**config.mk**
```make
export PLATFORM = sky130hd
export DESIGN_NAME = dnd_ctrl
export DESIGN_NICKNAME = d
export VERILOG_FILES = /design/src/rtl/core/dnd_pkg.sv /design/src/rtl/core/dnd_ctrl.sv
export SDC_FILE = /design/constraint.sdc
export NUM_CORES = 1
export LEC_CHECK = 0
export ABC_CLOCK_PERIOD_IN_PS = 1500
export BUFFER_PORTS_ARGS = -buffer_cell sky130_fd_sc_hd__clkbuf_2
export CAP_MARGIN = 10
export CORE_AREA = 8 8 45 47
export DETAILED_ROUTE_END_ITERATION = 12
export DIE_AREA = 0 0 53 55
export HOLD_SLACK_MARGIN = 0.06
export PLACE_DENSITY = 0.31
export SLEW_MARGIN = 15
export SYNTH_ARGS = -nofsm -noshare
export SYNTH_HDL_FRONTEND = slang
export SYNTH_SLANG_ARGS = --single-unit
```
**constraint.sdc**
```tcl
create_clock -name i_clk -period 1.5 [get_ports i_clk]
set_clock_uncertainty 0.15 [all_clocks]
set_input_delay 0 -clock i_clk [delete_from_list [all_inputs] [get_ports i_clk]]
set_output_delay 0 -clock i_clk [all_outputs]
set_load 0.005 [all_outputs]
```
**src/rtl/core/dnd_pkg.sv**
```systemverilog
// Shared constants, types and the controller/datapath command and status
// bundles for the Delannoy number core. No dependencies.
`timescale 1ns / 1ps
`default_nettype none

package dnd_pkg;

    // largest grid dimension handled; larger requests saturate to it
    localparam int MAX_DIM     = 255;
    localparam int STORE_DEPTH = MAX_DIM + 1;
    localparam int DIM_W       = $clog2(STORE_DEPTH);
    localparam int IN_W        = 8;
    localparam int HALF_W      = 64;
    localparam int VAL_W       = 2 * HALF_W;

    // sequencer states
    typedef enum logic [1:0] {
        S_IDLE,
        S_ROW,
        S_CELL,
        S_DONE
    } t_state;

    // commands from controller to datapath
    typedef struct packed {
        logic load;
        logic row_start;
        logic calc;
        logic out_load;
    } t_cmd;

    // status from datapath to controller
    typedef struct packed {
        logic zero_dim;
        logic col_last;
        logic row_last;
        logic out_space;
    } t_sts;

endpackage

`default_nettype wire

```
**src/rtl/core/dnd_ctrl.sv**
```systemverilog
// Sequencer for the Delannoy core: walks rows and cells, issues commands
// to dnd_dpath. Depends on dnd_pkg.
`timescale 1ns / 1ps
`default_nettype none

module dnd_ctrl (
    input  wire logic          i_clk,
    input  wire logic          i_rst_n,
    input  wire logic          i_in_valid,
    output logic               o_in_ready,
    input  wire dnd_pkg::t_sts i_sts,
    output dnd_pkg::t_cmd      o_cmd
);

    dnd_pkg::t_state r_state;
    dnd_pkg::t_state n_state;

    // state register
    always_ff @(posedge i_clk) begin
        if (!i_rst_n) begin
            r_state <= dnd_pkg::S_IDLE;
        end else begin
            r_state <= n_state;
        end
    end

    // next state
    always_comb begin
        n_state = r_state;
        unique case (r_state)
            dnd_pkg::S_IDLE: begin
                if (i_in_valid) n_state = dnd_pkg::S_ROW;
            end
            dnd_pkg::S_ROW: begin
                if (i_sts.zero_dim) n_state = dnd_pkg::S_DONE;
                else                n_state = dnd_pkg::S_CELL;
            end
            dnd_pkg::S_CELL: begin
                if (i_sts.col_last) begin
                    if (i_sts.row_last) n_state = dnd_pkg::S_DONE;
                    else                n_state = dnd_pkg::S_ROW;
                end
            end
            dnd_pkg::S_DONE: begin
                if (i_sts.out_space) n_state = dnd_pkg::S_IDLE;
            end
            default: n_state = dnd_pkg::S_IDLE;
        endcase
    end

    // command outputs
    always_comb begin
        o_cmd      = '0;
        o_in_ready = 1'b0;
        unique case (r_state)
            dnd_pkg::S_IDLE: begin
                o_in_ready = 1'b1;
                o_cmd.load = i_in_valid;
            end
            dnd_pkg::S_ROW: begin
                o_cmd.row_start = !i_sts.zero_dim;
            end
            dnd_pkg::S_CELL: begin
                o_cmd.calc = 1'b1;
            end
            dnd_pkg::S_DONE: begin
                o_cmd.out_load = i_sts.out_space;
            end
            default: o_cmd = '0;
        endcase
    end

endmodule

`default_nettype wire

```
## Yosys cells after proc, flatten, opt, wreduce, memory -nomap -nowiden

Index checks and enable logic that the tools add are counted.

- Equality and inequality tests: 6
- Muxes and demuxes: 11
- Reduce and logical (&&, ||, !) cells: 3

Operators with widths:

| cell | number |
|---|---|
| $mux 2 | 4 |
| $pmux 2 s4 | 1 |
| $mux 1 | 6 |
| $ne 2x2->1 const B | 3 |
| $eq 2x2->1 const B | 2 |
| $reduce_and 3->1 | 1 |
| $eq 2x1->1 const B | 1 |
| $logic_not 2->1 | 1 |
| $logic_not 1->1 | 1 |

- Bits in registers: 2
- Output and inout bits: 5
- Word-level logic and storage cells: 21

## Depth between registers and ports, before layout

Gate-level depths: netlist (run 1).

- Depth after elaboration: 3
- Mapped depth: 3
- Gate-level depth less buffers: 3

## Worst setup path after synthesis (run 1)

Ideal clock, no wire load.

- Path type: flip-flop to flip-flop
- Start: register r_state[1]
- End: register r_state[0]
- Arrival time: 1.025 ns
- Data required time: 1.235 ns
- Slack: 0.210 ns
- Stages on the path, launching flop included: 3
- Clock period less this slack: 1.290 ns
- Path through: dfxtp_1 mux4_2 and2_1

- Longest elaborated chain between the ends: 3

Ends and longest elaborated chain:

| what | RTL line | RTL |
|---|---|---|
| from (decl) | dnd_ctrl.sv:15 | `dnd_pkg::t_state r_state;` |
| from (signal assigned) | dnd_ctrl.sv:21 | `r_state <= dnd_pkg::S_IDLE;` |
| from (signal assigned) | dnd_ctrl.sv:23 | `r_state <= n_state;` |
| $eq 2x2->1 / $logic_not 2->1 (equally long branches) | dnd_ctrl.sv:30 | `unique case (r_state)` |
| $ne 2x2->1 (no source line) | - |  |
| $reduce_and 3->1 (no source line) | - |  |

Several ways; a longest one is shown, not always the timed one.
A chain may end at the register's enable or synchronous reset.

## Worst setup path in the final report (run 1)

Same ends and word-level chain as after synthesis.

==> results of run 1 <==
==> stage by stage <==
step                hold WS, ps  utilization (%)  worst slack (ps)  area [um^2]
floorplan                  -117                -               210          126
global placement           82.4             14.6               185          201
detailed placement         84.8             14.6               155          201
CTS                        65.1             18.4               156          254
global route               94.6             18.4               105          254
finish                     60.2             18.4               155          254
==> cell type report <==
| cell class | count | area, um^2 | area share (%) |
|---|---|---|---|
| Timing Repair Buffer | 14 | 85.1 | 33.5 |
| Inverter | 2 | 7.51 | 2.96 |
| Sequential cell | 2 | 40.0 | 15.8 |
| Clock buffer | 3 | 22.5 | 8.87 |
| Tap cell | 16 | 20.0 | 7.88 |
| Multi-Input combinational cell | 11 | 78.8 | 31.0 |
==> cells by family (layout without fill, tap and decap cells) <==
group / after synthesis / after routing / synth area share, %
and+or+nand+nor: 8 / 8 / 34.7
DFF: 2 / 2 / 31.7
buffers and inverters: 2 / 19 / 5.94
muxes: 1 / 1 / 17.8
AOI/OAI and AO/OA: 2 / 2 / 9.90
==> worst max-delay path, delay by kind of cell (launching register included) <==
kind          cells  cell delay [ps]
simple gates      1              160
flops             1              410
mux               1              520
==> repair_timing <==
action                                  4_1_cts  5_1_grt
hold buffers                                  3        0
hold endpoints to repair                      2        0
endpoints found under the setup margin        0        0
==> power by group through the flow <==
stage	Clock, mW	Combinational (mW)	Sequential, mW
final	0.116	0.0500	0.0660
after global routing	0.133	0.0555	0.0667
after CTS	0.124	0.0511	0.0660
after detailed placement	0	0.0450	0.0668
after global placement	0	0.0453	0.0666
after floorplan	0	0.0215	0.0653
==> metal layers <==
metal / up-vias / global-route usage [%] / share of wire (%)
met3: 0 / 5.08 / 27
met2: 14 / 3.52 / 24
li1: 85 / - / -
met5: - / 0 / 0
met1: 59 / 3.63 / 49
met4: 0 / 2.59 / 0
==> how the worst max path moves through the flow <==
stage	depth (start not counted)	end	start	slack, ps
floorplan	2	r_state[0]	r_state[1]	210
detailed placement	2	r_state[0]	r_state[1]	150
global route	2	r_state[0]	r_state[1]	110
global placement	2	r_state[0]	r_state[1]	190
finish	2	r_state[0]	r_state[1]	160
CTS	2	r_state[0]	r_state[1]	160
==> placed cells by master, fill, tap and decap left out <==
master | synthesis | routed
clkbuf_2 | 0 | 11
clkbuf_4 | 0 | 3
dlygate4sd3_1 | 0 | 3
and2_1 | 2 | 2
inv_1 | 2 | 2
nand2_1 | 2 | 2
dfxtp_1 | 2 | 2
nor2b_1 | 1 | 1
nor2_1 | 1 | 1
and3_1 | 1 | 1
nor3b_1 | 1 | 1
mux4_2 | 1 | 1
o21ai_0 | 1 | 1
a21boi_0 | 1 | 1
==> impl_metrics.env, run 1 <==
export IMPL_syn2layout_area_growth_pct=101
export IMPL_r2r_slack_ps=160
export IMPL_grt_max_degree=7
export IMPL_fillers=150
export IMPL_die_h_um=55
export IMPL_worst_pin_slew_ps=209
export IMPL_fin_setup_tns_ps=0
export IMPL_p_int_mw=0.178
export IMPL_crit_path_max_fanout=6
export IMPL_port_buffers=11
export IMPL_r2r_end="r_state[0]"
export IMPL_drive_above_1_share_pct=46.9
export IMPL_wl_per_cell_um=9.83
export IMPL_viasPerCell=3.29
export IMPL_path_class="flop to flop"
export IMPL_max_freq_ghz=0.744
export IMPL_fp_dieW_um=53
export IMPL_min_from="i_sts[2]"
export IMPL_die_area_um2=2920
export IMPL_largest_reg_flops=2
export IMPL_synth_top_area_share_pct=31.7
export IMPL_antenna_found_initial=0
export IMPL_grt_use_total_pct=3.66
export IMPL_synth_seq_cells=2
export IMPL_routabilityCongestion=0.761
export IMPL_seq_power_share_pct=28.4
export IMPL_period_share_pct=89.7
export IMPL_worstSetupStartpointType="flop"
export IMPL_min_path_cells=4
export IMPL_crit_required_ps=1460
export IMPL_worst_endpoint_arrival_ps=1310
export IMPL_max_clock_path_buffers=2
export IMPL_grt_pass1_vias=144
export IMPL_tritoncts="yes"
export IMPL_nNetsFinal=41
export IMPL_dp_cells=42
export IMPL_syn_area_um2=126
export IMPL_synth_area_top_cells="dfxtp_1, mux4_2, and2_1, a21boi_0, inv_1"
export IMPL_synth_edf_count=0
export IMPL_worstPathCellList="mux4_2, and2_1"
export IMPL_slew_viol_final=0
export IMPL_syn_instance_count=15
export IMPL_cts_sink_count=2
export IMPL_start_util_pct=9.13
export IMPL_antenna_left=0
export IMPL_cts_root_buf="clkbuf_4"
export IMPL_worst_setup_path_end_kind="flop"
export IMPL_grt_pass1_wl_um=676
export IMPL_clockPowerShare_pct=50.0
export IMPL_rows=14
export IMPL_cap_violations=0
export IMPL_htreeDepth=1
export IMPL_core_area_um2=1380
export IMPL_firstDrtPassIters=3
export IMPL_post_cts_setup_buffer_count=0
export IMPL_synth_nets=22
export IMPL_cts_clk_slew_worst_paths_ps=30
export IMPL_cpPeakStageDelay_ps=520
export IMPL_cp_slowest_cell="mux4_2"
export IMPL_switching_share_pct=23.2
export IMPL_pin_count=12
export IMPL_yosysTopAreaCell="dfxtp_1"
export IMPL_yosysUniqueCellTypes=11
export IMPL_hold_path_class="input pin to flop"
export IMPL_cts_resized=0
export IMPL_rsz0062_at_grt="no"
export IMPL_r2r_start="r_state[1]"
export IMPL_finalPower_mw=0.232
export IMPL_combPwrFrac_pct=21.5
export IMPL_synth_area_per_cell_um2=8.42
export IMPL_switchingPower_mw=0.0539
export IMPL_cts_buffers=3
export IMPL_min_to="r_state[1]"
export IMPL_synth_common_cells="and2_1, dfxtp_1, inv_1, nand2_1"
export IMPL_max_slew_margin_pct=86.1
export IMPL_top_regs="r_state x2"
export IMPL_clock_latency_ps=220
export IMPL_synth_warnings=0
export IMPL_totalWireLength_um=472
export IMPL_finalHoldViolations=0
export IMPL_vias=158
export IMPL_rr_worst_depth=2
export IMPL_final_cells=48
export IMPL_power_density_nw_per_um2=914
export IMPL_regMostFlops="r_state"
export IMPL_period_needed_ps=1340
export IMPL_outcome="completed"
export IMPL_setup_viol=0
export IMPL_drt_iter0_markers=5
export IMPL_grt_overflow_total=0
export IMPL_peakVddDrop_v=0.000485
export IMPL_cellLeakagePower_nw=0.129
export IMPL_synth_seq_area_share_pct=31.7
export IMPL_antenna_cells=0
export IMPL_drc_errors=0
export IMPL_ys_flop_type="dfxtp_1"
export IMPL_async_flop_share_pct=0
No activity file was read; power rests on OpenSTA's default activity.
==> run 2: changes to the inputs <==
--- a/config.mk
+++ b/config.mk
@@ -5,6 +5,7 @@
 export SDC_FILE = /design/constraint.sdc
 export NUM_CORES = 1
 export LEC_CHECK = 0
+export ABC_AREA = 1
 export ABC_CLOCK_PERIOD_IN_PS = 1500
 export BUFFER_PORTS_ARGS = -buffer_cell sky130_fd_sc_hd__clkbuf_2
 export CAP_MARGIN = 10
@@ -12,7 +13,7 @@
 export DETAILED_ROUTE_END_ITERATION = 12
 export DIE_AREA = 0 0 53 55
 export HOLD_SLACK_MARGIN = 0.06
-export PLACE_DENSITY = 0.31
+export PLACE_DENSITY = 0.34
 export SLEW_MARGIN = 15
 export SYNTH_ARGS = -nofsm -noshare
 export SYNTH_HDL_FRONTEND = slang
==> impl_metrics.env, run 2 <==
export IMPL_worstPathCellList="inv_1, nor3_1, clkbuf_2"
export IMPL_grt_pass1_vias=253
export IMPL_combPwrFrac_pct=34.3
export IMPL_core_area_um2=1380
export IMPL_period_share_pct=80.8
export IMPL_clock_latency_ps=220
export IMPL_grt_max_degree=8
export IMPL_max_slew_margin_pct=84.7
export IMPL_synth_seq_area_share_pct=26.0
export IMPL_fin_setup_tns_ps=0
export IMPL_start_util_pct=11.1
export IMPL_grt_pass1_wl_um=869
export IMPL_cts_buffers=3
export IMPL_crit_required_ps=1350
export IMPL_switching_share_pct=32.6
export IMPL_worst_endpoint_arrival_ps=1060
export IMPL_fillers=158
export IMPL_yosysTopAreaCell="dfxtp_1"
export IMPL_grt_overflow_total=0
export IMPL_antenna_left=0
export IMPL_path_class="flop to output port"
export IMPL_synth_area_per_cell_um2=5.70
export IMPL_p_int_mw=0.204
export IMPL_hpwl_um=405
export IMPL_worstSetupStartpointType="flop"
export IMPL_ys_flop_type="dfxtp_1"
export IMPL_port_buffers=11
export IMPL_max_clock_path_buffers=2
export IMPL_min_from="i_rst_n"
export IMPL_grt_use_total_pct=4.20
export IMPL_setup_viol=0
export IMPL_rr_worst_depth=7
export IMPL_hold_slack_ps=401
export IMPL_period_needed_ps=1210
export IMPL_firstDrtPassIters=1
export IMPL_cts_sink_count=2
export IMPL_synth_top_area_share_pct=26.0
export IMPL_peakVddDrop_v=0.000443
export IMPL_cap_violations=0
export IMPL_hold_path_class="input pin to flop"
export IMPL_synth_nets=34
export IMPL_rsz0062_at_grt="no"
export IMPL_cts_root_buf="clkbuf_4"
export IMPL_synth_common_cells="inv_1, nand2_1, inv_2, nand3_1, nor2_1"
export IMPL_viasPerCell=3.41
export IMPL_cellLeakagePower_nw=0.173
export IMPL_fin_ws_ps=288
export IMPL_slew_viol_final=0
export IMPL_cts_clk_slew_worst_paths_ps=30
export IMPL_seq_power_share_pct=26.5
export IMPL_final_cell_mix="clkbuf_2, dlygate4sd3_1, nand2_1, inv_1"
export IMPL_drt_iter0_markers=0
export IMPL_fp_dieW_um=53
export IMPL_syn_area_um2=154
export IMPL_worst_setup_path_end_kind="output port"
export IMPL_layout_commonest_cell="clkbuf_2"
export IMPL_pin_count=12
export IMPL_die_h_um=55
export IMPL_regMostFlops="r_state"
export IMPL_syn_instance_count=27
export IMPL_antenna_found_initial=0
export IMPL_cp_slowest_cell="dfxtp_1"
export IMPL_post_cts_setup_buffer_count=0
export IMPL_synth_area_top_cells="dfxtp_1, nand3_1, inv_1, nand2_1, nand2_2"
export IMPL_yosysUniqueCellTypes=12
export IMPL_outcome="completed"
export IMPL_antenna_cells=0
export IMPL_die_area_um2=2920
export IMPL_regArea_um2=40.0
export IMPL_wl_per_cell_um=8.48
export IMPL_async_flop_share_pct=0
export IMPL_drive_above_1_share_pct=42.6
export IMPL_routabilityCongestion=0.709
export IMPL_place_worst_setup_slack_ps=397
export IMPL_synth_seq_cells=2
export IMPL_rows=14
export IMPL_r2r_end="r_state[1]"
export IMPL_min_path_cells=4
export IMPL_htreeDepth=1
export IMPL_tritoncts="yes"
export IMPL_crit_path_max_fanout=7
export IMPL_min_to="r_state[0]"
export IMPL_finalHoldViolations=0
export IMPL_top_regs="r_state x2"
export IMPL_drc_errors=0
export IMPL_largest_reg_flops=2
export IMPL_power_density_nw_per_um2=970
export IMPL_worst_pin_slew_ps=229
export IMPL_switchingPower_mw=0.0985
export IMPL_synth_warnings=0
export IMPL_max_freq_ghz=0.825
export IMPL_syn2layout_area_growth_pct=102
export IMPL_multiInputGateArea_um2=87.6
export IMPL_clockPowerShare_pct=39.2
export IMPL_nNetsFinal=56
export IMPL_totalWireLength_um=534
export IMPL_cpPeakStageDelay_ps=430
export IMPL_r2r_slack_ps=400
export IMPL_synth_edf_count=0
export IMPL_vias=215
export IMPL_r2r_start="r_state[0]"
==> run 2: changes by cell type in the layout (fill, tap and decap cells not counted), moves of 2 or more <==
cell / previous run / this run
nor3_1: 0 / 2
nor2_1: 1 / 3
dlygate4sd3_1: 3 / 6
nand2_1: 2 / 4
nand2_2: 0 / 2
inv_1: 2 / 4
and2_1: 2 / 0
inv_2: 0 / 3
nand3_1: 0 / 3
==> run 2: worst max path at each step <==
stage	startpoint	end	slack, ps	cells after the start
2_1_floorplan	r_state[0]	r_state[1]	490	7
3_3_place_gp	r_state[0]	r_state[1]	380	7
3_5_place_dp	r_state[0]	r_state[1]	400	7
4_1_cts	r_state[1]	o_cmd[0]	260	3
5_1_grt	r_state[1]	o_cmd[0]	150	3
6_report	r_state[1]	o_cmd[0]	290	3
==> run 2: cells by family after synthesis <==
group | count (synthesis) | share of synthesized area, %
and+or+nand+nor | 16 | 50.4
buffers and inverters | 7 | 17.1
DFF | 2 | 26.0
AOI/OAI and AO/OA | 2 | 6.50
==> run 2: stage by stage <==
stage / power, mW / utilization, % / instance area (um^2) / std cells
finish: 0.302 / 22.5 / 312 / 63
global route: 0.331 / 22.5 / 312 / 63
CTS: 0.316 / 22.5 / 312 / 63
detailed placement: 0.175 / 16.5 / 229 / 54
global placement: 0.176 / 16.5 / 229 / 54
floorplan: 0.135 / - / 154 / 27
==> run 2: worst max-delay path, delay by kind of cell (launching register included) <==
family | cells | cell delay [ps]
DFF | 1 | 430
buffers and inverters | 2 | 230
and+or+nand+nor | 1 | 180
==> run 2: routing by layer <==
metal	vias to the layer above	GRT usage, %	wire length (um)
met3	0	2.14	61
li1	122	-	-
met5	-	0	0
met1	84	4.09	244
met4	0	5.17	0
met2	9	5.86	228
==> run 2: power groups by stage <==
stage	registers, mW	clock network [mW]	logic [mW]
after floorplan	0.0771	0	0.0575
after global routing	0.0829	0.128	0.120
after CTS	0.0801	0.129	0.107
final	0.0800	0.118	0.104
after detailed placement	0.0810	0	0.0938
after global placement	0.0812	0	0.0952
==> run 2: what timing repair did <==
action,4_1_cts,5_1_grt
resized for setup,0,0
hold buffers,6,0
endpoints found under the hold margin,2,0
==> run 2: final cells by class <==
cell class | count | share of cell area, %
flip-flops and latches | 2 | 12.9
repair buffers | 17 | 36.9
inverters | 7 | 8.43
well taps | 16 | 6.43
clock buffers | 3 | 7.23
multi-input cells | 18 | 28.1
